$ cat src/rtl/ces_pkg.sv
// Package: shared constants, command codes and state type for the event scheduler.
package ces_pkg;
    localparam int NUM_SLOTS_DEF = 32;
    localparam int SLOT_W = 5;
    localparam int AMT_W = 32;
    localparam int FREQ_W = 10;
    localparam int TIME_W = 64;
    localparam logic [FREQ_W-1:0] FREQ_RESET = 10'd25;

    typedef enum logic [2:0] {
        CMD_ADVANCE   = 3'd0,
        CMD_ADD_CYC   = 3'd1,
        CMD_UPD_CYC   = 3'd2,
        CMD_ADD_US    = 3'd3,
        CMD_UPD_US    = 3'd4,
        CMD_REMOVE    = 3'd5,
        CMD_QUERY     = 3'd6,
        CMD_RSVD      = 3'd7
    } cmd_t;

    typedef enum logic [3:0] {
        ST_IDLE,
        ST_MUL,
        ST_RD_OLD,
        ST_UNLINK,
        ST_CALC,
        ST_WALK_RD,
        ST_WALK,
        ST_LINK,
        ST_ACK,
        ST_ADV_RD,
        ST_ADV,
        ST_FIRE,
        ST_CLEAR
    } state_t;
endpackage

$ cat src/rtl/ces_if.sv
// Interfaces: valid/ready channels for commands and results.
interface ces_cmd_if;
    logic                       valid;
    logic                       ready;
    logic [2:0]                 command;
    logic [ces_pkg::SLOT_W-1:0] slot;
    logic [ces_pkg::AMT_W-1:0]  amount;
    modport source (output valid, command, slot, amount, input ready);
    modport sink (input valid, command, slot, amount, output ready);
endinterface

interface ces_res_if;
    logic                       valid;
    logic                       ready;
    logic                       kind;
    logic [ces_pkg::SLOT_W-1:0] slot_id;
    logic                       active;
    logic [ces_pkg::TIME_W-1:0] now_cycles;
    logic                       last;
    modport source (output valid, kind, slot_id, active, now_cycles, last, input ready);
    modport sink (input valid, kind, slot_id, active, now_cycles, last, output ready);
endinterface

$ cat src/rtl/cycle_event_scheduler_unit.sv
// Top level: timed event scheduler keeping slots in a deadline-ordered linked list.
// Add/update unlink the slot when it is pending, then walk the list from the head to
// find the insert point; remove unlinks a pending slot and query only reads it.
// Advance fires due slots one by one from the head; each result waits on res.ready.
// One command is handled at a time: a new one is taken only when idle with no result
// pending; the walk reads one slot memory entry per step.
// Reset: control, head and counter clear and cpu_freq loads FREQ_RESET at once; a
// clearing pass then writes all-ones deadlines, null links and clear pending bits, no items taken.
module cycle_event_scheduler_unit #(
    parameter int NUM_SLOTS = ces_pkg::NUM_SLOTS_DEF
) (
    input  logic                       clk,
    input  logic                       rst_n,
    input  logic                       cfg_we,
    input  logic [ces_pkg::FREQ_W-1:0] cfg_wdata,
    ces_cmd_if.sink                    cmd,
    ces_res_if.source                  res
);
    localparam int IW = $clog2(NUM_SLOTS);
    localparam int TW = ces_pkg::TIME_W;
    localparam int SW = ces_pkg::SLOT_W;
    localparam int EW = TW + 2 * IW + 1;
    localparam int PW = ces_pkg::AMT_W + ces_pkg::FREQ_W;

    // Slot memory entry: {pending, next, prev, deadline}.
    logic [EW-1:0] mem [NUM_SLOTS];
    logic [EW-1:0] rd_data;
    logic          we;
    logic [IW-1:0] waddr, raddr;
    logic [EW-1:0] wdata;

    always_ff @(posedge clk)
    begin
        if (we)
        begin
            mem[waddr] <= wdata;
        end
        rd_data <= mem[raddr];
    end

    function automatic logic [EW-1:0] pack(logic p, logic [IW-1:0] n, logic [IW-1:0] pv,
                                           logic [TW-1:0] d);
        return {p, n, pv, d};
    endfunction

    wire            rd_pend = rd_data[EW-1];
    wire [IW-1:0]   rd_next = rd_data[EW-2 -: IW];
    wire [IW-1:0]   rd_prev = rd_data[TW +: IW];
    wire [TW-1:0]   rd_dl   = rd_data[TW-1:0];

    ces_pkg::state_t state_reg, state_next;
    logic [ces_pkg::FREQ_W-1:0] freq_reg;
    logic [TW-1:0]  now_reg, now_next;
    logic [IW-1:0]  head_reg, head_next;
    logic [2:0]     cmd_reg, cmd_next;
    logic [SW-1:0]  slot_reg, slot_next;
    logic [IW-1:0]  sidx_reg, sidx_next;
    logic           usable_reg, usable_next;
    logic [TW-1:0]  delta_reg, delta_next;
    logic [TW-1:0]  dl_reg, dl_next;       // new deadline of target
    logic [TW-1:0]  old_reg, old_next;     // old entry deadline
    logic [IW-1:0]  on_reg, on_next, op_reg, op_next;
    logic           opend_reg, opend_next;
    logic [IW-1:0]  wp_reg, wp_next, wn_reg, wn_next; // walk prev/current
    logic [IW-1:0]  cnt_reg, cnt_next;
    logic [1:0]     phase_reg, phase_next; // link-fix subphase
    logic           fired_reg, fired_next;
    logic           ov_reg, ov_next;
    logic           okind_reg, okind_next, oact_reg, oact_next, olast_reg, olast_next;
    logic [SW-1:0]  oslot_reg, oslot_next;

    wire cmd_fire = cmd.valid && cmd.ready;
    wire res_free = !ov_reg || res.ready;
    wire [IW:0] cnt_ext = {1'b0, cnt_reg};
    // Head entry is due once its deadline is at or below the counter.
    wire adv_due = (head_reg != '0) && (rd_dl <= now_reg) && (cnt_ext < NUM_SLOTS);

    assign cmd.ready      = (state_reg == ces_pkg::ST_IDLE) && !ov_reg;
    assign res.valid      = ov_reg;
    assign res.kind       = okind_reg;
    assign res.slot_id    = oslot_reg;
    assign res.active     = oact_reg;
    assign res.now_cycles = now_reg;
    assign res.last       = olast_reg;

    always_ff @(posedge clk or negedge rst_n)
    begin
        if (!rst_n)
        begin
            state_reg <= ces_pkg::ST_CLEAR;
            freq_reg  <= ces_pkg::FREQ_RESET;
            now_reg   <= '0;
            head_reg  <= '0;
            cnt_reg   <= '0;
            ov_reg    <= 1'b0;
            phase_reg <= '0;
            fired_reg <= 1'b0;
        end
        else
        begin
            state_reg <= state_next;
            freq_reg  <= cfg_we ? cfg_wdata : freq_reg;
            now_reg   <= now_next;
            head_reg  <= head_next;
            cnt_reg   <= cnt_next;
            ov_reg    <= ov_next;
            phase_reg <= phase_next;
            fired_reg <= fired_next;
        end
    end

    always_ff @(posedge clk)
    begin
        cmd_reg    <= cmd_next;
        slot_reg   <= slot_next;
        sidx_reg   <= sidx_next;
        usable_reg <= usable_next;
        delta_reg  <= delta_next;
        dl_reg     <= dl_next;
        old_reg    <= old_next;
        on_reg     <= on_next;
        op_reg     <= op_next;
        opend_reg  <= opend_next;
        wp_reg     <= wp_next;
        wn_reg     <= wn_next;
        okind_reg  <= okind_next;
        oact_reg   <= oact_next;
        olast_reg  <= olast_next;
        oslot_reg  <= oslot_next;
    end

    // Next-state logic.
    always_comb
    begin
        state_next = state_reg;
        unique case (state_reg)
            ces_pkg::ST_CLEAR:
                if (cnt_ext == NUM_SLOTS - 1) state_next = ces_pkg::ST_IDLE;
            ces_pkg::ST_IDLE:
                if (cmd_fire)
                begin
                    if (cmd.command == ces_pkg::CMD_ADVANCE) state_next = ces_pkg::ST_ADV_RD;
                    else state_next = ces_pkg::ST_MUL;
                end
            ces_pkg::ST_MUL:     state_next = ces_pkg::ST_RD_OLD;
            ces_pkg::ST_RD_OLD:  state_next = ces_pkg::ST_UNLINK;
            ces_pkg::ST_UNLINK:
                if (!usable_reg || cmd_reg == ces_pkg::CMD_QUERY
                    || cmd_reg == ces_pkg::CMD_RSVD)
                    state_next = ces_pkg::ST_ACK;
                else if (!opend_reg || phase_reg == 2'd2)
                    state_next = (cmd_reg == ces_pkg::CMD_REMOVE) ? ces_pkg::ST_ACK
                                                                  : ces_pkg::ST_CALC;
            ces_pkg::ST_CALC:    state_next = ces_pkg::ST_WALK_RD;
            ces_pkg::ST_WALK_RD:
                state_next = (wn_reg == '0) ? ces_pkg::ST_LINK : ces_pkg::ST_WALK;
            ces_pkg::ST_WALK:
                if (!(rd_dl < dl_reg) || cnt_ext == NUM_SLOTS - 1) state_next = ces_pkg::ST_LINK;
                else state_next = ces_pkg::ST_WALK_RD;
            ces_pkg::ST_LINK:
                if (phase_reg == 2'd2) state_next = ces_pkg::ST_ACK;
            ces_pkg::ST_ACK:
                if (res_free) state_next = ces_pkg::ST_IDLE;
            ces_pkg::ST_ADV_RD:  state_next = ces_pkg::ST_ADV;
            ces_pkg::ST_ADV:
                if (res_free) state_next = adv_due ? ces_pkg::ST_FIRE : ces_pkg::ST_IDLE;
            ces_pkg::ST_FIRE:    state_next = ces_pkg::ST_ADV;
            default:             state_next = ces_pkg::ST_IDLE;
        endcase
    end

    // Datapath and memory control.
    always_comb
    begin
        logic [PW-1:0] prod;
        prod = '0;
        now_next = now_reg;   head_next = head_reg;  cnt_next = cnt_reg;
        ov_next = ov_reg && !res.ready;
        phase_next = phase_reg; fired_next = fired_reg;
        cmd_next = cmd_reg;   slot_next = slot_reg;  sidx_next = sidx_reg;
        usable_next = usable_reg; delta_next = delta_reg; dl_next = dl_reg;
        old_next = old_reg;   on_next = on_reg;      op_next = op_reg;
        opend_next = opend_reg; wp_next = wp_reg;    wn_next = wn_reg;
        okind_next = okind_reg; oact_next = oact_reg; olast_next = olast_reg;
        oslot_next = oslot_reg;
        we = 1'b0; waddr = sidx_reg; wdata = '0; raddr = sidx_reg;
        unique case (state_reg)
            ces_pkg::ST_CLEAR:
            begin
                we = 1'b1; waddr = cnt_reg; wdata = pack(1'b0, '0, '0, '1);
                cnt_next = cnt_reg + 1'b1;
            end
            ces_pkg::ST_IDLE:
            begin
                cmd_next = cmd.command; slot_next = cmd.slot;
                sidx_next = IW'(cmd.slot);
                usable_next = (cmd.slot != '0) && ({1'b0, cmd.slot} < (SW+1)'(NUM_SLOTS));
                delta_next = {{(TW-ces_pkg::AMT_W){1'b0}}, cmd.amount};
                phase_next = '0; cnt_next = '0; fired_next = 1'b0;
                if (cmd_fire && cmd.command == ces_pkg::CMD_ADVANCE)
                    now_next = now_reg + {{(TW-ces_pkg::AMT_W){1'b0}}, cmd.amount};
                raddr = head_reg;
            end
            ces_pkg::ST_MUL:
            begin
                prod = delta_reg[ces_pkg::AMT_W-1:0] * freq_reg;
                if (cmd_reg == ces_pkg::CMD_ADD_US || cmd_reg == ces_pkg::CMD_UPD_US)
                    delta_next = {{(TW-PW){1'b0}}, prod};
                raddr = sidx_reg;
            end
            ces_pkg::ST_RD_OLD:
            begin
                old_next = rd_dl; on_next = rd_next; op_next = rd_prev;
                opend_next = rd_pend && usable_reg;
            end
            ces_pkg::ST_UNLINK:
            begin
                // Unlink in three steps: clear pending, fix prev, fix next.
                if (usable_reg && opend_reg && (cmd_reg != ces_pkg::CMD_QUERY)
                    && (cmd_reg != ces_pkg::CMD_RSVD))
                begin
                    unique case (phase_reg)
                        2'd0:
                        begin
                            // Hold deadline; drop pending until reinserted.
                            we = 1'b1; waddr = sidx_reg;
                            wdata = pack(1'b0, on_reg, op_reg, old_reg);
                            if (head_reg == sidx_reg) head_next = on_reg;
                            raddr = op_reg; phase_next = 2'd1;
                        end
                        2'd1:
                        begin
                            if (op_reg != '0)
                            begin
                                we = 1'b1; waddr = op_reg;
                                wdata = pack(rd_pend, on_reg, rd_prev, rd_dl);
                            end
                            raddr = on_reg; phase_next = 2'd2;
                        end
                        default:
                        begin
                            if (on_reg != '0)
                            begin
                                we = 1'b1; waddr = on_reg;
                                wdata = pack(rd_pend, rd_next, op_reg, rd_dl);
                            end
                            phase_next = '0;
                        end
                    endcase
                end
                if (state_next == ces_pkg::ST_ACK || state_next == ces_pkg::ST_CALC)
                begin
                    if (!usable_reg || cmd_reg == ces_pkg::CMD_QUERY
                        || cmd_reg == ces_pkg::CMD_RSVD)
                        oact_next = opend_reg;
                    else
                        oact_next = 1'b0;
                end
            end
            ces_pkg::ST_CALC:
            begin
                if (cmd_reg == ces_pkg::CMD_ADD_CYC || cmd_reg == ces_pkg::CMD_ADD_US)
                    dl_next = now_reg + delta_reg;
                else
                    dl_next = old_reg + delta_reg;
                wp_next = '0; wn_next = head_reg; cnt_next = '0;
            end
            ces_pkg::ST_WALK_RD:
                raddr = wn_reg;
            ces_pkg::ST_WALK:
            begin
                if ((rd_dl < dl_reg) && cnt_ext != NUM_SLOTS - 1)
                begin
                    wp_next = wn_reg; wn_next = rd_next; cnt_next = cnt_reg + 1'b1;
                end
                else if (rd_dl < dl_reg)
                begin
                    wp_next = wn_reg; wn_next = rd_next;
                end
            end
            ces_pkg::ST_LINK:
            begin
                unique case (phase_reg)
                    2'd0:
                    begin
                        we = 1'b1; waddr = sidx_reg;
                        wdata = pack(1'b1, wn_reg, wp_reg, dl_reg);
                        if (wp_reg == '0) head_next = sidx_reg;
                        raddr = wp_reg; phase_next = 2'd1;
                    end
                    2'd1:
                    begin
                        if (wp_reg != '0)
                        begin
                            we = 1'b1; waddr = wp_reg;
                            wdata = pack(rd_pend, sidx_reg, rd_prev, rd_dl);
                        end
                        raddr = wn_reg; phase_next = 2'd2;
                    end
                    default:
                    begin
                        if (wn_reg != '0)
                        begin
                            we = 1'b1; waddr = wn_reg;
                            wdata = pack(rd_pend, rd_next, sidx_reg, rd_dl);
                        end
                        phase_next = '0;
                        oact_next = 1'b1;
                    end
                endcase
            end
            ces_pkg::ST_ACK:
                if (res_free)
                begin
                    ov_next = 1'b1; okind_next = 1'b1; oslot_next = slot_reg;
                    olast_next = 1'b1;
                end
            ces_pkg::ST_ADV_RD:
                raddr = head_reg;
            ces_pkg::ST_ADV:
            begin
                // rd_data holds the head entry. A fired slot is held in slot_reg
                // until the next head shows whether it is the last one.
                raddr = head_reg;
                if (res_free)
                begin
                    if (fired_reg || !adv_due)
                    begin
                        ov_next = 1'b1;
                        okind_next = !fired_reg;
                        oslot_next = fired_reg ? slot_reg : '0;
                        oact_next = 1'b0;
                        olast_next = !adv_due;
                    end
                    if (adv_due)
                    begin
                        we = 1'b1; waddr = head_reg;
                        wdata = pack(1'b0, rd_next, rd_prev, rd_dl);
                        head_next = rd_next; cnt_next = cnt_reg + 1'b1;
                        fired_next = 1'b1;
                        slot_next = SW'(head_reg);
                        wn_next = rd_next;
                        raddr = rd_next;
                    end
                end
            end
            ces_pkg::ST_FIRE:
            begin
                // Clear the prev link of the new head and read it for the next check.
                raddr = head_reg;
                if (wn_reg != '0)
                begin
                    we = 1'b1; waddr = wn_reg;
                    wdata = pack(rd_pend, rd_next, '0, rd_dl);
                end
            end
            default: ;
        endcase
    end
endmodule

$ cat src/flat_wrapper.sv
// flat-port wrapper written by rule: the top's interface ports become plain ports
module cycle_event_scheduler_unit_flat 
#(
    parameter int NUM_SLOTS = ces_pkg::NUM_SLOTS_DEF
)
  (clk, rst_n, cfg_we, cfg_wdata, cmd_valid, cmd_command, cmd_slot, cmd_amount, cmd_ready, res_valid, res_kind, res_slot_id, res_active, res_now_cycles, res_last, res_ready);
  ces_cmd_if cmd_i ();
  ces_res_if res_i ();
  input  logic clk;
  input  logic rst_n;
  input  logic cfg_we;
  input  logic [ces_pkg::FREQ_W-1:0] cfg_wdata;
  input wire logic [$bits(cmd_i.valid)-1:0] cmd_valid;
  input wire logic [$bits(cmd_i.command)-1:0] cmd_command;
  input wire logic [$bits(cmd_i.slot)-1:0] cmd_slot;
  input wire logic [$bits(cmd_i.amount)-1:0] cmd_amount;
  output wire logic [$bits(cmd_i.ready)-1:0] cmd_ready;
  output wire logic [$bits(res_i.valid)-1:0] res_valid;
  output wire logic [$bits(res_i.kind)-1:0] res_kind;
  output wire logic [$bits(res_i.slot_id)-1:0] res_slot_id;
  output wire logic [$bits(res_i.active)-1:0] res_active;
  output wire logic [$bits(res_i.now_cycles)-1:0] res_now_cycles;
  output wire logic [$bits(res_i.last)-1:0] res_last;
  input wire logic [$bits(res_i.ready)-1:0] res_ready;
  assign cmd_i.valid = cmd_valid;
  assign cmd_i.command = cmd_command;
  assign cmd_i.slot = cmd_slot;
  assign cmd_i.amount = cmd_amount;
  assign cmd_ready = cmd_i.ready;
  assign res_valid = res_i.valid;
  assign res_kind = res_i.kind;
  assign res_slot_id = res_i.slot_id;
  assign res_active = res_i.active;
  assign res_now_cycles = res_i.now_cycles;
  assign res_last = res_i.last;
  assign res_i.ready = res_ready;
  cycle_event_scheduler_unit #(.NUM_SLOTS(NUM_SLOTS)) u_core (.clk(clk), .rst_n(rst_n), .cfg_we(cfg_we), .cfg_wdata(cfg_wdata), .cmd(cmd_i), .res(res_i));
endmodule
$ cat config.mk
export PLATFORM = sky130hd
export DESIGN_NAME = cycle_event_scheduler_unit_flat
export DESIGN_NICKNAME = d
export VERILOG_FILES = /design/src/rtl/ces_pkg.sv /design/src/rtl/ces_if.sv /design/src/rtl/cycle_event_scheduler_unit.sv /design/src/flat_wrapper.sv
export SDC_FILE = /design/constraint.sdc
export NUM_CORES = 2
export LEC_CHECK = 0
export BUFFER_PORTS_ARGS = -buffer_cell sky130_fd_sc_hd__buf_4
export CORE_MARGIN = 1.5
export CORE_UTILIZATION = 58
export DETAILED_ROUTE_END_ITERATION = 7
export PLACE_DENSITY_LB_ADDON = 0.15
export SYNTH_ARGS = -nofsm -noshare
export SYNTH_HDL_FRONTEND = slang
export SYNTH_SLANG_ARGS = --single-unit
$ cat constraint.sdc
create_clock -name clk -period 12.3 [get_ports clk]
set_input_delay 2.46 -clock clk [delete_from_list [all_inputs] [get_ports clk]]
set_output_delay 2.46 -clock clk [all_outputs]
set_load 0.05 [all_outputs]
==> out/results.tsv <==
metric	value	unit
status	finished, final reports clean	
holdPathStages	0	
ys_seq_elements	2780	
slew_viol_final	0	
finalNetCount	10027	
insertion_delay	0.97	ns
synth_edf_count	2613	
dr.pass1.iters	8	
synth-xor-area-share	1.108	%
yosys-mux-area-fraction	5.953	%
holdWs	0.5180	ns
finalWorstPathRequiredPeriod	7.643	ns
synth-adder-area-share	6.609	%
regMostFlops	u_core.mem	
critical-path-slowest-cell	dfstp_2	
critPathMaxStageDelay	1.03	ns
worstRegToRegCells	22	
dpl.hpwl	211900	µm
mostFrequentLayoutCells	edfxtp_1, nand2_1, mux2i_1	
crit_arrival	8.30	ns
clock_path_buffers	4	
routed_wirelength	371600	µm
synth_compound_area_share	7.623	%
cp_top_family	adder cells	
post-route-period-util	62.14	%
crit_path_start_kind	flip-flop	
synthesis.area	125700	µm²
pin_count	129	
worstMarginPinSlew	1.428	ns
area_delta_synth_final	11.29	%
top_regs	u_core.mem: 2400 flops, u_core.rd_data: 75 flops	
syn-num-nets	9900	
gr-usage-all-layers	33.47	%
core_area	215000	µm²
largest_reg_flops	2400	
clkSinkCount	2780	
synth_cell_types	91	
yosysSeqAreaShare	65.45	%
r2r_start	u_core.freq_reg[4]	
cap_viol_max_count	0	
crit_required	12.96	ns
numCtsBuffers	302	
setup_tns	0	ns
synth_top_area_share	62.42	%
final_common_cell	edfxtp_1	
finalSetupViolCount	0	
grt_pass1_vias	78571	
yosys_warnings	0	
relSlewSlack	3.767	%
hold_viol_final	0	
async_flop_share	3.309	%
clk_pin_slew	0.07	ns
port_buffers	128	
worstSetupPathType	flip-flop to flip-flop	
hold_path.class	flip-flop to flip-flop	
initial_core_util	58.46	%
fmaxAchievable	130.8	MHz
die_area	219500	µm²
synth_top_family_by_area	simple AND/OR/NAND/NOR gates	
reg2reg_to	u_core.delta_reg[35]	
cts_setup_buffers	0	
cts_tree	yes	
critPathCaptureType	flip-flop	
cp_max_fo	33	
hp-start	u_core.rd_data[66]	
r2r_slack	4.66	ns
ctsResizeCount	0	
drt_iter0_drc	11627	
postSynthAreaPerCell	13.48	µm²
synthSimpleGateAreaFrac	10.27	%
die_y	468.5	µm
worst-path-buf-inv	3	
synthFlopType	edfxtp_1	
crit_top_cell	fa_1	
path_cells	and2_1, fa_1, fa_1, fa_1, fa_1, inv_1, fa_1, inv_1, ha_1, a21o_1, a21oi_1, o21ai_0, a21oi_1, nor2b_1, a2111oi_0, o21ai_0, buf_4, a311oi_1, o21a_1, o21ai_0, xnor2_1, nor2_1	
final_layout_size_suffix_gt1_share	10.13	%
fp.dieW	468.5	µm
min_to	u_core.op_reg[2]	
drt-wirelength-per-cell	29.68	µm
vias	81964	
row_count	170	
antenna_found_initial	5	
drcViolationCount	0	
synthTopCellsByArea	edfxtp_1, mux2i_1, nand2_1	
rsz0062_at_grt	false	
yosysTopAreaCell	edfxtp_1	
place.gp.congestion	0.9609	
vias_per_cell	6.546	
grt_pass1_wl	535500	µm
finalClockSkew	0.06741	ns
root_buffer	clkbuf_16	
htree_levels	5	
grt_max_degree	190	
ant_nets	0	
synth_cells	9325	
grt.overflow.total	0	
hold_buffers	0	
==> metrics by stage <==
step | cell area (µm²) | instances | setup slack, ns | utilization [%]
floorplan | 125700 | 9325 | 4.641 | -
global placement | 130200 | 11986 | 4.379 | 60.56
detailed placement | 130200 | 11986 | 4.367 | 60.56
CTS | 139900 | 12514 | 4.705 | 65.04
global route | 139900 | 12516 | 4.310 | 65.05
finish | 139900 | 12521 | 4.657 | 65.05
==> layer usage <==
| metal | track usage (%) | routed length, µm |
|---|---|---|
| met1 | 49.32 | 150000 |
| met2 | 50.16 | 164800 |
| met3 | 7.398 | 46170 |
| met4 | 9.974 | 10630 |
| met5 | 0 | 9 |
==> logic make-up (layout without fill, tap and decap cells) <==
family                   Yosys count  after routing
other                              0              7
AND/OR/NAND/NOR                 2789           2789
XOR/XNOR                         159            159
flip-flops                      2780           2780
adder cells (fa/ha/maj)          520            520
buffers and inverters            925           1276
multiplexers                     745            745
AO/OA/AOI/OAI                   1407           1407
==> worst max path at each step <==
stage	startpoint	endpoint	slack [ns]	cells after the start
floorplan	res_ready	u_core.mem[12][0]	4.64	7
global placement	res_ready	u_core.rd_data[59]	4.38	14
detailed placement	res_ready	u_core.rd_data[59]	4.37	14
CTS	u_core.freq_reg[4]	u_core.delta_reg[35]	4.70	22
global route	u_core.freq_reg[4]	u_core.delta_reg[35]	4.31	22
finish	u_core.freq_reg[4]	u_core.delta_reg[35]	4.66	22
==> synthesized netlist by cell type (7+ instances only) <==
| cell type | instances |
|---|---|
| xnor2_1 | 105 |
| nand2b_1 | 37 |
| nand2_1 | 1505 |
| and3_1 | 18 |
| nor2_1 | 173 |
| nor4_2 | 45 |
| xor2_1 | 54 |
| a32oi_1 | 74 |
| nand4_1 | 122 |
| a211oi_1 | 25 |
| a22oi_1 | 65 |
| a221oi_1 | 42 |
| o21ai_0 | 201 |
| a221oi_2 | 46 |
| buf_4 | 11 |
| ha_1 | 280 |
| o22ai_1 | 305 |
| o21a_1 | 16 |
| o31ai_1 | 17 |
| buf_1 | 31 |
| mux2i_1 | 724 |
| or2_2 | 7 |
| dfxtp_1 | 75 |
| clkbuf_1 | 313 |
| a211o_1 | 8 |
| o21bai_1 | 22 |
| a21oi_1 | 260 |
| or4_1 | 9 |
| buf_2 | 165 |
| and2_1 | 180 |
| nor4_1 | 45 |
| dfrtp_1 | 87 |
| a21o_1 | 81 |
| edfxtp_1 | 2613 |
| a31oi_1 | 90 |
| fa_1 | 240 |
| o211ai_1 | 70 |
| inv_1 | 398 |
| or3_1 | 9 |
| a221o_1 | 13 |
| nor2b_1 | 38 |
| mux2_2 | 21 |
| nand3_1 | 526 |
| nor3_1 | 50 |
==> cell type report <==
class / instances / area [µm²]
multi-input combinational: 5620 / 40120
inverter: 400 / 1501
timing repair buffer: 348 / 2775
fill: 15427 / 75150
clock inverter: 130 / 1336
clock buffer: 398 / 8318
antenna: 7 / 17.52
tap: 2838 / 3551
sequential: 2780 / 82280
==> worst register-to-register path, stage by stage (launching register included) <==
cell and delay, ns:
dfstp_2 1.03, and2_1 0.30, fa_1 0.43, fa_1 0.57
fa_1 0.43, fa_1 0.49, inv_1 0.05, fa_1 0.48
inv_1 0.04, ha_1 0.35, a21o_1 0.19, a21oi_1 0.25
o21ai_0 0.13, a21oi_1 0.16, nor2b_1 0.05, a2111oi_0 0.82
o21ai_0 0.24, buf_4 0.22, a311oi_1 0.55, o21a_1 0.26
o21ai_0 0.12, xnor2_1 0.15, nor2_1 0.05
Power is not shown: default switching activity piles up to over one toggle a cycle in this logic, so the estimate is an artifact.
